### config.mk
export PLATFORM = sky130hd
export DESIGN_NAME = rnsq_regs
export DESIGN_NICKNAME = d
export VERILOG_FILES = /design/src/rtl/core/rnsq_pkg.sv /design/src/rtl/core/rnsq_regs.sv
export SDC_FILE = /design/constraint.sdc
export NUM_CORES = 1
export LEC_CHECK = 0
export BUFFER_PORTS_ARGS = -buffer_cell sky130_fd_sc_hd__buf_2
export CORE_ASPECT_RATIO = 0.7
export CORE_MARGIN = 5
export CORE_UTILIZATION = 56
export DETAILED_ROUTE_END_ITERATION = 7
export PLACE_DENSITY_LB_ADDON = 0.25
export SLEW_MARGIN = 20
export SYNTH_ARGS = -nofsm -noshare
export SYNTH_HDL_FRONTEND = slang
export SYNTH_SLANG_ARGS = --single-unit
### constraint.sdc
create_clock -name clk -period 4.6 [get_ports clk]
set_input_delay 0.69 -clock clk [delete_from_list [all_inputs] [get_ports clk]]
set_output_delay 0.69 -clock clk [all_outputs]
set_load 0.03 [all_outputs]
### src/rtl/core/rnsq_pkg.sv
// Shared definitions for the rotated, notched square hit test.
// Register indexes, field widths, reset values and the internal limit width.
// No dependencies.
`timescale 1ns / 1ps

package rnsq_pkg;

  // Field widths fixed by the register map.
  localparam int CFG_ADDR_W = 3;
  localparam int CFG_DATA_W = 16;
  localparam int ANGLE_W    = 16;
  localparam int LEN_W      = 15;

  // Default values for the top-level parameters.
  localparam int COORD_WIDTH_DEF = 16;
  localparam int FRAC_BITS_DEF   = 14;

  // Reset value of the cosine register: one in Q2.14, angle zero.
  localparam logic [ANGLE_W-1:0] COS_RESET = 16'd16384;

  // Configuration register indexes.
  localparam logic [CFG_ADDR_W-1:0] REG_CENTER_X   = 3'd0;
  localparam logic [CFG_ADDR_W-1:0] REG_CENTER_Y   = 3'd1;
  localparam logic [CFG_ADDR_W-1:0] REG_COS_ANGLE  = 3'd2;
  localparam logic [CFG_ADDR_W-1:0] REG_SIN_ANGLE  = 3'd3;
  localparam logic [CFG_ADDR_W-1:0] REG_SIDE       = 3'd4;
  localparam logic [CFG_ADDR_W-1:0] REG_NOTCH      = 3'd5;
  localparam logic [CFG_ADDR_W-1:0] REG_TOP_CUT    = 3'd6;
  localparam logic [CFG_ADDR_W-1:0] REG_BOTTOM_CUT = 3'd7;

  // Width of the rotated coordinates and of every limit they are compared with.
  // The coordinates need the coordinate width plus twenty bits so that the sum
  // and difference of x and y cannot overflow; the limits need the fraction
  // width plus nineteen.
  function automatic int lim_width(input int coord_w, input int frac_b);
    int lw;
    lw = (coord_w + 20 > frac_b + 19) ? coord_w + 20 : frac_b + 19;
    return lw;
  endfunction

endpackage

### src/rtl/core/rnsq_regs.sv
// Configuration registers and the figure limits derived from them.
// Depends on rnsq_pkg for register indexes, widths and the limit width.
`timescale 1ns / 1ps

module rnsq_regs #(
  parameter int COORD_WIDTH = rnsq_pkg::COORD_WIDTH_DEF,
  parameter int FRAC_BITS   = rnsq_pkg::FRAC_BITS_DEF
) (
  input  logic                                clk,
  input  logic                                rst,
  input  logic                                cfg_wr_en,
  input  logic [rnsq_pkg::CFG_ADDR_W-1:0]     cfg_index,
  input  logic [rnsq_pkg::CFG_DATA_W-1:0]     cfg_data,
  output logic signed [COORD_WIDTH-1:0]       center_x,
  output logic signed [COORD_WIDTH-1:0]       center_y,
  output logic signed [rnsq_pkg::ANGLE_W-1:0] cos_angle,
  output logic signed [rnsq_pkg::ANGLE_W-1:0] sin_angle,
  output logic signed [rnsq_pkg::lim_width(COORD_WIDTH, FRAC_BITS)-1:0] half_pos,
  output logic signed [rnsq_pkg::lim_width(COORD_WIDTH, FRAC_BITS)-1:0] half_neg,
  output logic signed [rnsq_pkg::lim_width(COORD_WIDTH, FRAC_BITS)-1:0] notch_x,
  output logic signed [rnsq_pkg::lim_width(COORD_WIDTH, FRAC_BITS)-1:0] notch_y,
  output logic signed [rnsq_pkg::lim_width(COORD_WIDTH, FRAC_BITS)-1:0] top_x,
  output logic signed [rnsq_pkg::lim_width(COORD_WIDTH, FRAC_BITS)-1:0] top_y,
  output logic signed [rnsq_pkg::lim_width(COORD_WIDTH, FRAC_BITS)-1:0] bot_xy,
  output logic signed [rnsq_pkg::lim_width(COORD_WIDTH, FRAC_BITS)-1:0] top_diag,
  output logic signed [rnsq_pkg::lim_width(COORD_WIDTH, FRAC_BITS)-1:0] bot_diag,
  output logic                                top_en,
  output logic                                bot_en
);

  localparam int SW    = rnsq_pkg::lim_width(COORD_WIDTH, FRAC_BITS);
  localparam int LEN_W = rnsq_pkg::LEN_W;

  logic [rnsq_pkg::CFG_DATA_W-1:0] center_x_reg;
  logic [rnsq_pkg::CFG_DATA_W-1:0] center_y_reg;
  logic [LEN_W-1:0]                side;
  logic [LEN_W-1:0]                notch;
  logic [LEN_W-1:0]                top_cut;
  logic [LEN_W-1:0]                bottom_cut;

  // Widen a length to the limit width, as a non-negative signed value.
  function automatic logic signed [SW-1:0] ext(input logic [LEN_W-1:0] v);
    logic signed [SW-1:0] r;
    r = $signed({{(SW-LEN_W){1'b0}}, v});
    return r;
  endfunction

  // Register writes; the index decodes all eight registers.
  always_ff @(posedge clk) begin
    if (rst) begin
      center_x_reg <= '0;
      center_y_reg <= '0;
      cos_angle    <= $signed(rnsq_pkg::COS_RESET);
      sin_angle    <= '0;
      side         <= '0;
      notch        <= '0;
      top_cut      <= '0;
      bottom_cut   <= '0;
    end else if (cfg_wr_en) begin
      unique case (cfg_index)
        rnsq_pkg::REG_CENTER_X:   center_x_reg <= cfg_data;
        rnsq_pkg::REG_CENTER_Y:   center_y_reg <= cfg_data;
        rnsq_pkg::REG_COS_ANGLE:  cos_angle    <= $signed(cfg_data);
        rnsq_pkg::REG_SIN_ANGLE:  sin_angle    <= $signed(cfg_data);
        rnsq_pkg::REG_SIDE:       side         <= cfg_data[LEN_W-1:0];
        rnsq_pkg::REG_NOTCH:      notch        <= cfg_data[LEN_W-1:0];
        rnsq_pkg::REG_TOP_CUT:    top_cut      <= cfg_data[LEN_W-1:0];
        rnsq_pkg::REG_BOTTOM_CUT: bottom_cut   <= cfg_data[LEN_W-1:0];
        default: ;
      endcase
    end
  end

  // The centre register is sixteen bits wide. A narrower coordinate keeps its
  // low bits as a signed value; a wider one sees it as a positive number.
  generate
    if (COORD_WIDTH <= rnsq_pkg::CFG_DATA_W) begin : g_center_narrow
      assign center_x = $signed(center_x_reg[COORD_WIDTH-1:0]);
      assign center_y = $signed(center_y_reg[COORD_WIDTH-1:0]);
    end else begin : g_center_wide
      assign center_x = $signed({{(COORD_WIDTH-rnsq_pkg::CFG_DATA_W){1'b0}}, center_x_reg});
      assign center_y = $signed({{(COORD_WIDTH-rnsq_pkg::CFG_DATA_W){1'b0}}, center_y_reg});
    end
  endgenerate

  // Limits at the doubled scale: a half unit is 2^FRAC_BITS, a whole unit
  // twice that. They are registered from the configuration registers.
  always_ff @(posedge clk) begin
    half_pos <= ext(side) <<< FRAC_BITS;
    half_neg <= -(ext(side) <<< FRAC_BITS);
    notch_x  <= (ext(side) <<< FRAC_BITS) - (ext(notch) <<< (FRAC_BITS + 1));
    notch_y  <= ext(notch) <<< FRAC_BITS;
    top_x    <= (ext(top_cut) <<< (FRAC_BITS + 1)) - (ext(side) <<< FRAC_BITS);
    top_y    <= (ext(side) <<< FRAC_BITS) - (ext(top_cut) <<< (FRAC_BITS + 1));
    bot_xy   <= (ext(bottom_cut) <<< (FRAC_BITS + 1)) - (ext(side) <<< FRAC_BITS);
    top_diag <= (ext(side) - ext(top_cut)) <<< (FRAC_BITS + 1);
    bot_diag <= (ext(bottom_cut) - ext(side)) <<< (FRAC_BITS + 1);
    top_en   <= (top_cut != '0);
    bot_en   <= (bottom_cut != '0);
  end

endmodule

* Word level (Yosys, flattened, before mapping) *
Index checks and enable logic that the tools add are counted.

storage, ports and cells
  input port bits = 22
  flip-flop bits (word level) = 358
  output and inout port bits = 390
  logic and storage cells = 44

operators by class
  add/sub/neg operators = 7
  equal/unequal tests = 7
  reductions and logical operators = 11

operators by type and width
  cell                                           count
  subtractor 29 x 30 -> 31 bit                   2
  subtractor 30 x 29 -> 31 bit                   2
  negation 29 -> 36 bit                          1
  subtractor 15 x 15 -> 16 bit                   2
  nonzero test 15 bit                            2
  AND reduction 2 bit                            8
  == test 3 bit, second input constant           4
  == test 3 x 2 -> 1 bit, second input constant  2
  == test 3 x 1 -> 1 bit, second input constant  1
  zero test 3 bit                                1

* Logic depth before layout (Yosys ltp) *
Gate-level depths: netlist of the first run.

  depth in word-level cells = 2
  gate-level depth with buffers = 10
  gate-level depth less buffers = 10

* Least setup slack after synthesis of the first run *
OpenSTA, ideal clock, no wires.

  path type = flip-flop to flip-flop
  from = register side[0]
  to = register top_diag[25] in the netlist's numbering
  buffers on the path = 0
  cell stages (with the launch flop) = 10
  data required time = 4.473 ns
  clock period less this slack = 2.265 ns
  setup slack = 2.335 ns
  arrival time = 2.138 ns
  path through = dfxtp_1 inv_1 ha_1 fa_1 nor2b_4 o31a_1 o21ai_2 a21oi_2 nor2_1 or3_1

on the way
  cells in the longest elaborated chain, start to end = 1

ends and longest elaborated chain
  element                       RTL line         RTL
  start, declared               rnsq_regs.sv:36  logic [LEN_W-1:0] side;
  start signal, assigned        rnsq_regs.sv:65  rnsq_pkg::REG_SIDE: side <= cfg_data[LEN_W-1:0];
  subtractor 15 x 15 -> 16 bit  rnsq_regs.sv:96  top_diag <= (ext(side) - ext(top_cut)) <<< (FRAC_BITS + 1);
  end signal, assigned          rnsq_regs.sv:96
  end, declared                 rnsq_regs.sv:25  output logic signed [rnsq_pkg::lim_width(COORD_WIDTH, FRAC_BITS)-1:0] top_diag,

No other way between the ends.
A chain may end at the register's enable or synchronous reset.

* Final worst setup path of the first run *
  from = register side[2]
  to = register bot_xy[28] in the netlist's numbering

on the way
  cells in the longest elaborated chain, start to end = 1

ends and longest elaborated chain
  element                       RTL line         RTL
  subtractor 30 x 29 -> 31 bit  rnsq_regs.sv:95  bot_xy <= (ext(bottom_cut) <<< (FRAC_BITS + 1)) - (ext(side) <<< FRAC_BITS);
  end signal, assigned          rnsq_regs.sv:95
  end, declared                 rnsq_regs.sv:24  output logic signed [rnsq_pkg::lim_width(COORD_WIDTH, FRAC_BITS)-1:0] bot_xy,

No other way between the ends.

==> reports/metrics.csv, run 1 <==
stage;metric;value;unit
yosys;synth.cell_area;13400;um2
worst_setup_path;critPathTopFamily;compound AO/OA/AOI/OAI gates;
finish;layout_commonest_cell;nand2_1;
finish;multi_input_area;6620;um2
global_routing;grt_pass1_vias;10000;
yosys;yosys_warnings;0;
worst_setup_path;critPathMostFrequentCell;a21oi_1;
clock_tree;cts_setup_buffers;0;
worst_setup_path;cp-end-kind;register;
timing;tns;0;ns
clock_tree;post_cts_resized;0;
worst_setup_path;crit_slowest_cell;dfxtp_1;
worst_setup_path;slowest_delay;0.55;ns
global_routing;grt_pass1_wl;56.3;mm
floorplan;start_util;56.8;%
power;static-leakage-power;7.00;nW
flow_run;max-cap-violations;0;
yosys;synth_flop_cell;dfxtp_1;
timing;drv_slew;0;
finish;postLayoutCellArea;15000;um2
worst_setup_path;worstPathRequired;5.07;ns
floorplan;fp-row-count;47;
worst_setup_path;start_kind;register;
finish;regMostFlops;half_neg;
worst_setup_path;r2r-start;side[2];
finish;mostFrequentLayoutCells;nand2_1, dfxtp_1, buf_2;
placement;gp_congestion;0.927;
global_routing;antenna_found_initial;0;
hold_path;hold-path-endpoint;notch_y[20];
placement;dp_hpwl;28.2;mm
routing;dr_total_vias;10900;
routing;wl_per_cell;17.7;um
hold_path;hp-start;notch[6];
finish;synthToLayoutAreaGrowth;11.7;%
worst_setup_path;path_class;reg -> reg;
global_routing;track_usage;25.5;%
routing;drc;0;
hold_path;min_delay_path_depth;0;
power;power.density;449;nW/um2
worst_setup_path;rrSetupSlack;1.88;ns
finish;utilization;63.4;%
clock_tree;cts_max_path_buffers;3;
timing;slew_headroom;33.8;%
floorplan;boundaryPins;412;
floorplan;die_w;195;um
timing;finalHoldViolations;0;
finish;n_antenna_cell;0;
clock_tree;clkTransAtPathRegs;0.07;ns
power;vdd.ir_drop.worst;0.000318;V
yosys;synth_edf_count;0;
run_status;status;completed;
worst_setup_path;critPathBufInv;1;
floorplan;die_h;139;um
global_routing;grt_max_degree;83;
finish;largest_reg_flops;22;
routing;ant_nets;0;
timing;whs;0.373;ns
timing;rsz0062_at_grt;no;
clock_tree;clock_latency;0.55;ns
finish;seq_area;5470;um2
placement;dpl_worst_slack;1.97;ns
routing;via_per_inst;5.16;
worst_setup_path;r2r_cells;8;
worst_setup_path;cp_max_fo;9;
yosys;synth_cells;1564;
placement;place_area;14100;um2
clock_tree;numCtsBuffers;26;
routing;wirelength;37.1;mm
clock_tree;root_buffer;clkbuf_16;
worst_setup_path;cp.arrival;3.20;ns
hold_path;hold_path.class;reg -> reg;
yosys;ys_types;67;
global_routing;grt-ovfl-total;0;
timing;finalSetupViolCount;0;
routing;first_pass_iters;5;
clock_tree;htree_num_levels;1;
yosys;synth_seq_cells;273;
clock_tree;clock-sinks;273;
floorplan;die-area;27200;um2
timing;setup_ws;1.88;ns
clock_tree;postCtsHoldBufs;0;
finish;fillerInstances;2067;
routing;drt_iter0_drc;811;
finish;fin_nets;1881;
timing;timing.final.crit_share;59.2;%
timing;worst_pin_slew;0.989;ns
floorplan;coreArea;23600;um2
yosys;async_flop_share;0;%
timing;finalCriticalPeriod;2.72;ns
placement;numPortBuffers;269;
clock_tree;cts_tree;yes;
finish;drive_gt1_share;19.3;%
yosys;ys_seq_area_share;40.8;%
timing;fin_skew;0.0131;ns
timing;fmax;0.367;GHz
yosys;avgSynthCellArea;8.56;um2
worst_setup_path;r2r-end;bot_xy[28];
worst_setup_path;path_cells;inv_1 > ha_1 > a21oi_1 > o211ai_1 > a41oi_1 > o21ai_0 > a21oi_1 > xnor2_1;
## layout make-up
type | count | share of cell area, %
timing repair buffer | 272 | 9.17
inverter | 66 | 1.66
multi-input combinational | 1127 | 44.2
clock buffer | 32 | 4.84
sequential | 273 | 36.5
tap | 318 | 2.66
clock inverter | 14 | 0.895
## kinds of logic after synthesis
family                     Yosys count  share of synthesized area (%)
AOI/OAI and AO/OA                  340                           15.2
DFF                                273                           40.8
adders and majority gates           93                           9.03
buffers and inverters              305                           13.8
muxes                                4                          0.308
other                                1                         0.0280
xor gates and xnor gates            77                           5.04
and+or+nand+nor                    471                           15.7
## layer usage
layer / wire [um] / part of all wire (%) / vias up / GRT usage [%]
li1: - / - / 5301 / -
met1: 16700 / 45 / 5070 / 36.3
met2: 16100 / 43 / 437 / 38.5
met3: 3480 / 9.4 / 47 / 7.39
met4: 799 / 2.2 / 0 / 5.80
met5: 0 / 0 / - / 0
## where the power goes
part | total (W) | leakage, nW | internal (W) | switching (W)
Sequential | 0.00272 | 2.24 | 0.00262 | 0.000103
Combinational | 0.00186 | 4.34 | 0.000512 | 0.00134
Clock | 0.00213 | 0.421 | 0.00118 | 0.000949
Total | 0.00671 | 7.00 | 0.00431 | 0.00240
## per-stage QoR
stage | total power (W) | std cells
2_1_floorplan | 0.00433 | 1705
3_3_place_gp | 0.00461 | 2056
3_5_place_dp | 0.00463 | 2056
4_1_cts | 0.00674 | 2102
5_1_grt | 0.00699 | 2102
6_report | 0.00671 | 2102
## cells in the mapped netlist, drive strengths merged (3+ instances only)
cell type / count / area share (%)
inv: 65 / 1.8
nand2: 289 / 8.1
or2: 6 / 0.28
o21ai: 44 / 1.7
dfxtp: 273 / 41
nor4: 12 / 0.65
a21oi: 199 / 7.6
ha: 87 / 8.1
a21boi: 3 / 0.17
nor2: 53 / 1.5
xor2: 17 / 1.1
nand3: 24 / 0.90
and3: 4 / 0.19
buf: 199 / 11
a21o: 19 / 1.1
clkbuf: 40 / 1.1
xnor2: 60 / 3.9
nor2b: 20 / 1.0
o31ai: 8 / 0.59
or3: 7 / 0.33
o2111ai: 4 / 0.26
o211ai: 9 / 0.50
fa: 6 / 0.90
o21a: 14 / 0.78
nor3: 16 / 0.67
o31a: 10 / 0.65
o21bai: 8 / 0.45
a31oi: 4 / 0.19
nand4: 10 / 0.47
a211oi: 4 / 0.22
mux2i: 3 / 0.22
nand3b: 4 / 0.22
a2111oi: 3 / 0.20
nand2b: 18 / 0.84
## worst max-delay path by stage
stage / cells after the start / startpoint / slack, ns / to
3_5_place_dp: 9 / side[1] / 1.97 / top_y[27]
4_1_cts: 9 / side[1] / 1.95 / top_y[27]
5_1_grt: 8 / side[2] / 1.71 / bot_xy[28]
3_3_place_gp: 8 / side[2] / 2.03 / top_y[26]
6_report: 8 / side[2] / 1.88 / bot_xy[28]
2_1_floorplan: 9 / side[0] / 2.33 / top_diag[25]
## worst register-to-register path: stages, from the launching register on
cell and delay [ns]:
dfxtp_1 0.55, inv_1 0.29, ha_1 0.43, a21oi_1 0.26, o211ai_1 0.17, a41oi_1 0.38
o21ai_0 0.18, a21oi_1 0.24, xnor2_1 0.15
No activity file was read; power rests on OpenSTA's default activity.
==> run 2: changes to the inputs <==
- CORE_UTILIZATION: 56 -> 47
- clock period: 4.6 -> 2.5 ns (I/O delays scaled with it)
==> reports/metrics.csv, run 2 (synthesis results as in run 1) <==
stage;metric;value;unit
clock_tree;postCtsHoldBufs;0;
clock_tree;root_buffer;clkbuf_16;
worst_setup_path;r2r-end;top_diag[25];
floorplan;die-area;32000;um2
power;p_sw;0.00444;W
clock_tree;cts_tree;yes;
timing;slew_headroom;38.6;%
floorplan;die_w;212;um
worst_setup_path;crit_slowest_cell;fa_1;
clock_tree;clock_latency;0.56;ns
routing;first_pass_iters;5;
global_routing;grt_util_met2;35.6;%
clock_tree;htree_num_levels;1;
timing;fmax;0.416;GHz
power;seq_power_share;39.0;%
timing;finalSetupViolCount;0;
global_routing;met3_usage;7.16;%
global_routing;grt_max_degree;80;
power;pwr-share-comb;27.3;%
global_routing;grt-ovfl-total;0;
finish;fin_nets;1924;
global_routing;grt_use_met1;32.1;%
routing;dr_total_vias;11100;
timing;fin_skew;0.0134;ns
finish;largest_reg_flops;22;
finish;mostFrequentLayoutCells;nand2_1, dfxtp_1, buf_2;
worst_setup_path;cp.arrival;2.84;ns
worst_setup_path;cp-end-kind;register;
power;p_sw_share;34.6;%
worst_setup_path;path_class;reg -> reg;
timing;worst_pin_slew;0.913;ns
worst_setup_path;cp_max_fo;5;
worst_setup_path;critPathCapture;top_diag[25];
finish;regMostFlops;half_neg;
power;power.density;827;nW/um2
worst_setup_path;rrSetupSlack;0.1;ns
routing;via_per_inst;5.06;
floorplan;start_util;47.9;%
hold_path;hold_path.class;in -> reg;
clock_tree;clock-sinks;273;
routing;drt_iter0_drc;979;
routing;ant_nets;0;
global_routing;grt_busiest_layer;met2;
finish;fillerInstances;2635;
timing;tns;0;ns
floorplan;coreArea;27900;um2
placement;dp_hpwl;29.7;mm
flow_run;max-cap-violations;0;
timing;whs;0.0877;ns
power;static-leakage-power;7.27;nW
worst_setup_path;path_cells;inv_1 > ha_1 > fa_1 > nor2b_4 > o31a_1 > o21ai_2 > a21oi_4 > nor2_1 > or3_1;
run_status;status;completed;
power;clkPwrFrac;33.7;%
finish;drive_gt1_share;21.6;%
worst_setup_path;r2r-start;side[0];
power;vdd.ir_drop.worst;0.000553;V
worst_setup_path;slowest_delay;0.45;ns
global_routing;grt_pass1_wl;58.2;mm
placement;numPortBuffers;269;
timing;finalCriticalPeriod;2.40;ns
worst_setup_path;worstPathRequired;2.94;ns
power;p_int;0.00838;W
finish;synthToLayoutAreaGrowth;15.7;%
floorplan;die_h;151;um
clock_tree;cts_max_path_buffers;3;
floorplan;boundaryPins;412;
worst_setup_path;start_kind;register;
timing;finalHoldViolations;0;
clock_tree;clkTransAtPathRegs;0.07;ns
routing;wirelength;39.5;mm
global_routing;grt_pass1_vias;10300;
placement;gp_congestion;0.971;
clock_tree;numCtsBuffers;27;
worst_setup_path;cp-startpoint;side[0];
routing;wl_per_cell;17.9;um
floorplan;fp-row-count;51;
finish;layout_commonest_cell;nand2_1;
timing;timing.final.crit_share;96.1;%
timing;drv_slew;0;
routing;drc;0;
finish;n_antenna_cell;0;
worst_setup_path;r2r_cells;9;
global_routing;antenna_found_initial;0;
global_routing;track_usage;23.0;%
[run 2: per-layer routing]
layer,part of all wire (%),routed length [um]
met4,2.0,801
met3,11,4160
met1,44,17200
met2,44,17300
met5,0,0
[run 2: final cells by class]
class / instances / area [um2] / area share [%]
Inverter: 66 / 251 / 1.62
Multi-Input combinational cell: 1127 / 6660 / 43.0
Clock buffer: 37 / 773 / 4.99
Timing Repair Buffer: 314 / 1700 / 11.0
Clock inverter: 11 / 174 / 1.12
Sequential cell: 273 / 5470 / 35.3
Tap cell: 371 / 464 / 3.00
[run 2: critical path: cells and delay by family, from the launching register on]
kind | cells | cell delay, ns
adders and majority gates | 2 | 0.69
buffers and inverters | 1 | 0.14
AOI/OAI and AO/OA | 3 | 0.50
and+or+nand+nor | 3 | 0.55
DFF | 1 | 0.41
[run 2: worst min-delay path by stage]
| stage | from | to | cells past startpoint |
|---|---|---|---|
| 2_1_floorplan | notch[2] | notch_y[16] | 0 |
| 3_3_place_gp | notch[3] | notch_y[17] | 0 |
| 3_5_place_dp | notch[9] | notch_y[23] | 0 |
| 4_1_cts | cfg_data[15] | cos_angle[15] | 3 |
| 5_1_grt | cfg_data[15] | sin_angle[15] | 3 |
| 6_report | cfg_data[15] | center_x[15] | 3 |
[run 2: power by group through the flow]
| stage | sequential (W) | combinational [W] | clock [W] |
|---|---|---|---|
| floorplan | 0.00598 | 0.00198 | 0 |
| global placement | 0.00510 | 0.00344 | 0 |
| detailed placement | 0.00510 | 0.00347 | 0 |
| CTS | 0.00500 | 0.00348 | 0.00442 |
| global route | 0.00505 | 0.00372 | 0.00459 |
| finish | 0.00499 | 0.00350 | 0.00432 |
[run 2: stage by stage]
stage / total power, W / setup slack [ns] / instances / util (%) / instance area (um2)
final: 0.0128 / 0.0987 / 2199 / 55.4 / 15500
after floorplan: 0.00796 / 0.235 / 1705 / - / 13900
after CTS: 0.0129 / 0.0709 / 2194 / 55.1 / 15400
after global routing: 0.0134 / -0.0223 / 2199 / 55.4 / 15500
after global placement: 0.00854 / 0.125 / 2146 / 51.7 / 14400
after detailed placement: 0.00857 / 0.120 / 2146 / 51.7 / 14400
[run 2: what timing repair did]
item | CTS | global route
hold endpoints to repair | 0 | 0
gates resized for setup | 0 | 12
setup buffers | 0 | 5
setup endpoints to repair | 0 | 15
==> run 3: changes to the inputs <==
- CORE_UTILIZATION: 47 -> 48
- CTS_BUF_LIST: default -> sky130_fd_sc_hd__clkbuf_8
==> reports/metrics.csv, run 3 (synthesis results as in run 1) <==
stage;metric;value;unit
routing;ant_nets;0;
clock_tree;clkTransAtPathRegs;0.06;ns
timing;finalSetupViolCount;0;
flow_run;max-cap-violations;0;
floorplan;die_w;210;um
worst_setup_path;rrSetupSlack;0.14;ns
worst_setup_path;critPathCapture;bot_diag[34];
timing;worst_pin_slew;0.739;ns
finish;regMostFlops;half_neg;
clock_tree;clock_latency;0.57;ns
worst_setup_path;path_cells;inv_1 > ha_1 > nand2_1 > nor2_1 > o2111ai_2 > a31oi_1 > o41ai_2 > buf_4 > o21a_1;
finish;fin_nets;1946;
routing;via_per_inst;4.94;
placement;dp_hpwl;29.6;mm
power;power.density;811;nW/um2
global_routing;track_usage;23.6;%
power;pwr-share-comb;27.9;%
timing;fmax;0.423;GHz
power;clkPwrFrac;32.4;%
finish;utilization;56.0;%
power;static-leakage-power;7.36;nW
finish;synthToLayoutAreaGrowth;15.6;%
timing;timing.final.crit_share;94.5;%
worst_setup_path;cp.arrival;2.82;ns
worst_setup_path;critPathTopFamily;compound AO/OA/AOI/OAI gates;
clock_tree;cts_tree;yes;
finish;layout_commonest_cell;nand2_1;
worst_setup_path;worstPathRequired;2.95;ns
global_routing;grt-ovfl-total;0;
timing;finalHoldViolations;0;
clock_tree;cts_max_path_buffers;3;
global_routing;grt_pass1_wl;58.8;mm
worst_setup_path;critPathBufInv;2;
worst_setup_path;cp-end-kind;register;
worst_setup_path;slowest_delay;0.48;ns
worst_setup_path;r2r-end;bot_diag[34];
clock_tree;numCtsBuffers;42;
placement;numPortBuffers;269;
worst_setup_path;cp-startpoint;side[9];
floorplan;fp-row-count;51;
global_routing;grt_max_degree;78;
floorplan;die_h;150;um
routing;drc;0;
floorplan;start_util;48.5;%
global_routing;antenna_found_initial;0;
placement;gp_congestion;0.953;
clock_tree;root_buffer;clkbuf_8;
floorplan;coreArea;27600;um2
routing;wl_per_cell;17.6;um
power;vdd.ir_drop.worst;0.000525;V
finish;drive_gt1_share;22.3;%
worst_setup_path;cp_num_cells;9;
power;total_power;0.0126;W
routing;drt_iter0_drc;881;
finish;postLayoutCellArea;15500;um2
run_status;status;completed;
power;p_sw_share;35.6;%
power;p_sw;0.00447;W
worst_setup_path;r2r-start;side[9];
worst_setup_path;start_kind;register;
finish;instances_no_fill;2234;
placement;place_area;14500;um2
worst_setup_path;crit_slowest_cell;ha_1;
worst_setup_path;path_class;reg -> reg;
floorplan;boundaryPins;412;
timing;fin_skew;0.0270;ns
hold_path;min_delay_path_depth;3;
power;p_int;0.00808;W
clock_tree;clock-sinks;273;
finish;largest_reg_flops;22;
routing;dr_total_vias;11000;
timing;slew_headroom;50.6;%
finish;n_antenna_cell;0;
power;seq_power_share;39.7;%
timing;drv_slew;0;
global_routing;grt_pass1_vias;10300;
hold_path;hold_path.class;in -> reg;
worst_setup_path;cp_max_fo;9;
routing;wirelength;39.3;mm
finish;mostFrequentLayoutCells;nand2_1, dfxtp_1, buf_2;
floorplan;die-area;31400;um2
placement;dp.cells;2157;
worst_setup_path;r2r_cells;9;
timing;finalCriticalPeriod;2.36;ns
routing;first_pass_iters;7;
clock_tree;htree_num_levels;2;
run 3: cell types whose count changed in the layout (fill, tap and decap cells not counted), sizes merged:
cell      change
inv          +14
clkinvlp      -1
clkbuf       +14
buf           +7
clkinv        +1
run 3: how the worst min path moves through the flow:
stage,startpoint,to,slack [ns]
floorplan,notch[2],notch_y[16],0.35
global placement,notch[3],notch_y[17],0.36
detailed placement,notch[3],notch_y[17],0.36
CTS,cfg_data[15],center_x[15],0.08
global route,cfg_data[15],center_y[15],0.08
finish,cfg_data[15],center_y[15],0.11
run 3: timing repair:
action / CTS / global route
resized for setup: 0 / 5
hold buffers: 0 / 0
buffers inserted: 0 / 1
setup endpoints to repair: 0 / 9
run 3: worst min-delay path: stages:
cell and delay [ns]:
buf_2 0.13, nand2_1 0.06, a21oi_1 0.05
run 3: metal layers:
metal	GRT usage (%)	up-vias	wire length [um]
met5	0	-	0
met3	7.27	53	3950
met2	35.5	447	16700
li1	-	5455	-
met1	33.8	5091	18100
met4	4.43	0	660
run 3: layout make-up:
cell class	count	area, um2
clock buffer	51	702
inverter	66	248
clock inverter	25	220
fill	2596	12100
tap	371	464
sequential	273	5470
timing repair buffer	321	1750
multi-input combinational	1127	6630
run 3: per-stage QoR:
stage	hold WS [ns]	setup TNS [ns]	worst slack (ns)
floorplan	0.351	0	0.235
detailed placement	0.362	0	0.166
CTS	0.0751	0	0.157
global placement	0.359	0	0.195
finish	0.107	0	0.137
global route	0.0753	-0.00488	-0.00488
run 3: power groups by stage:
stage	registers [W]	clock network, W	logic, W
global route	0.00504	0.00437	0.00372
CTS	0.00500	0.00415	0.00349
floorplan	0.00598	0	0.00198
detailed placement	0.00509	0	0.00348
global placement	0.00508	0	0.00347
finish	0.00499	0.00407	0.00350
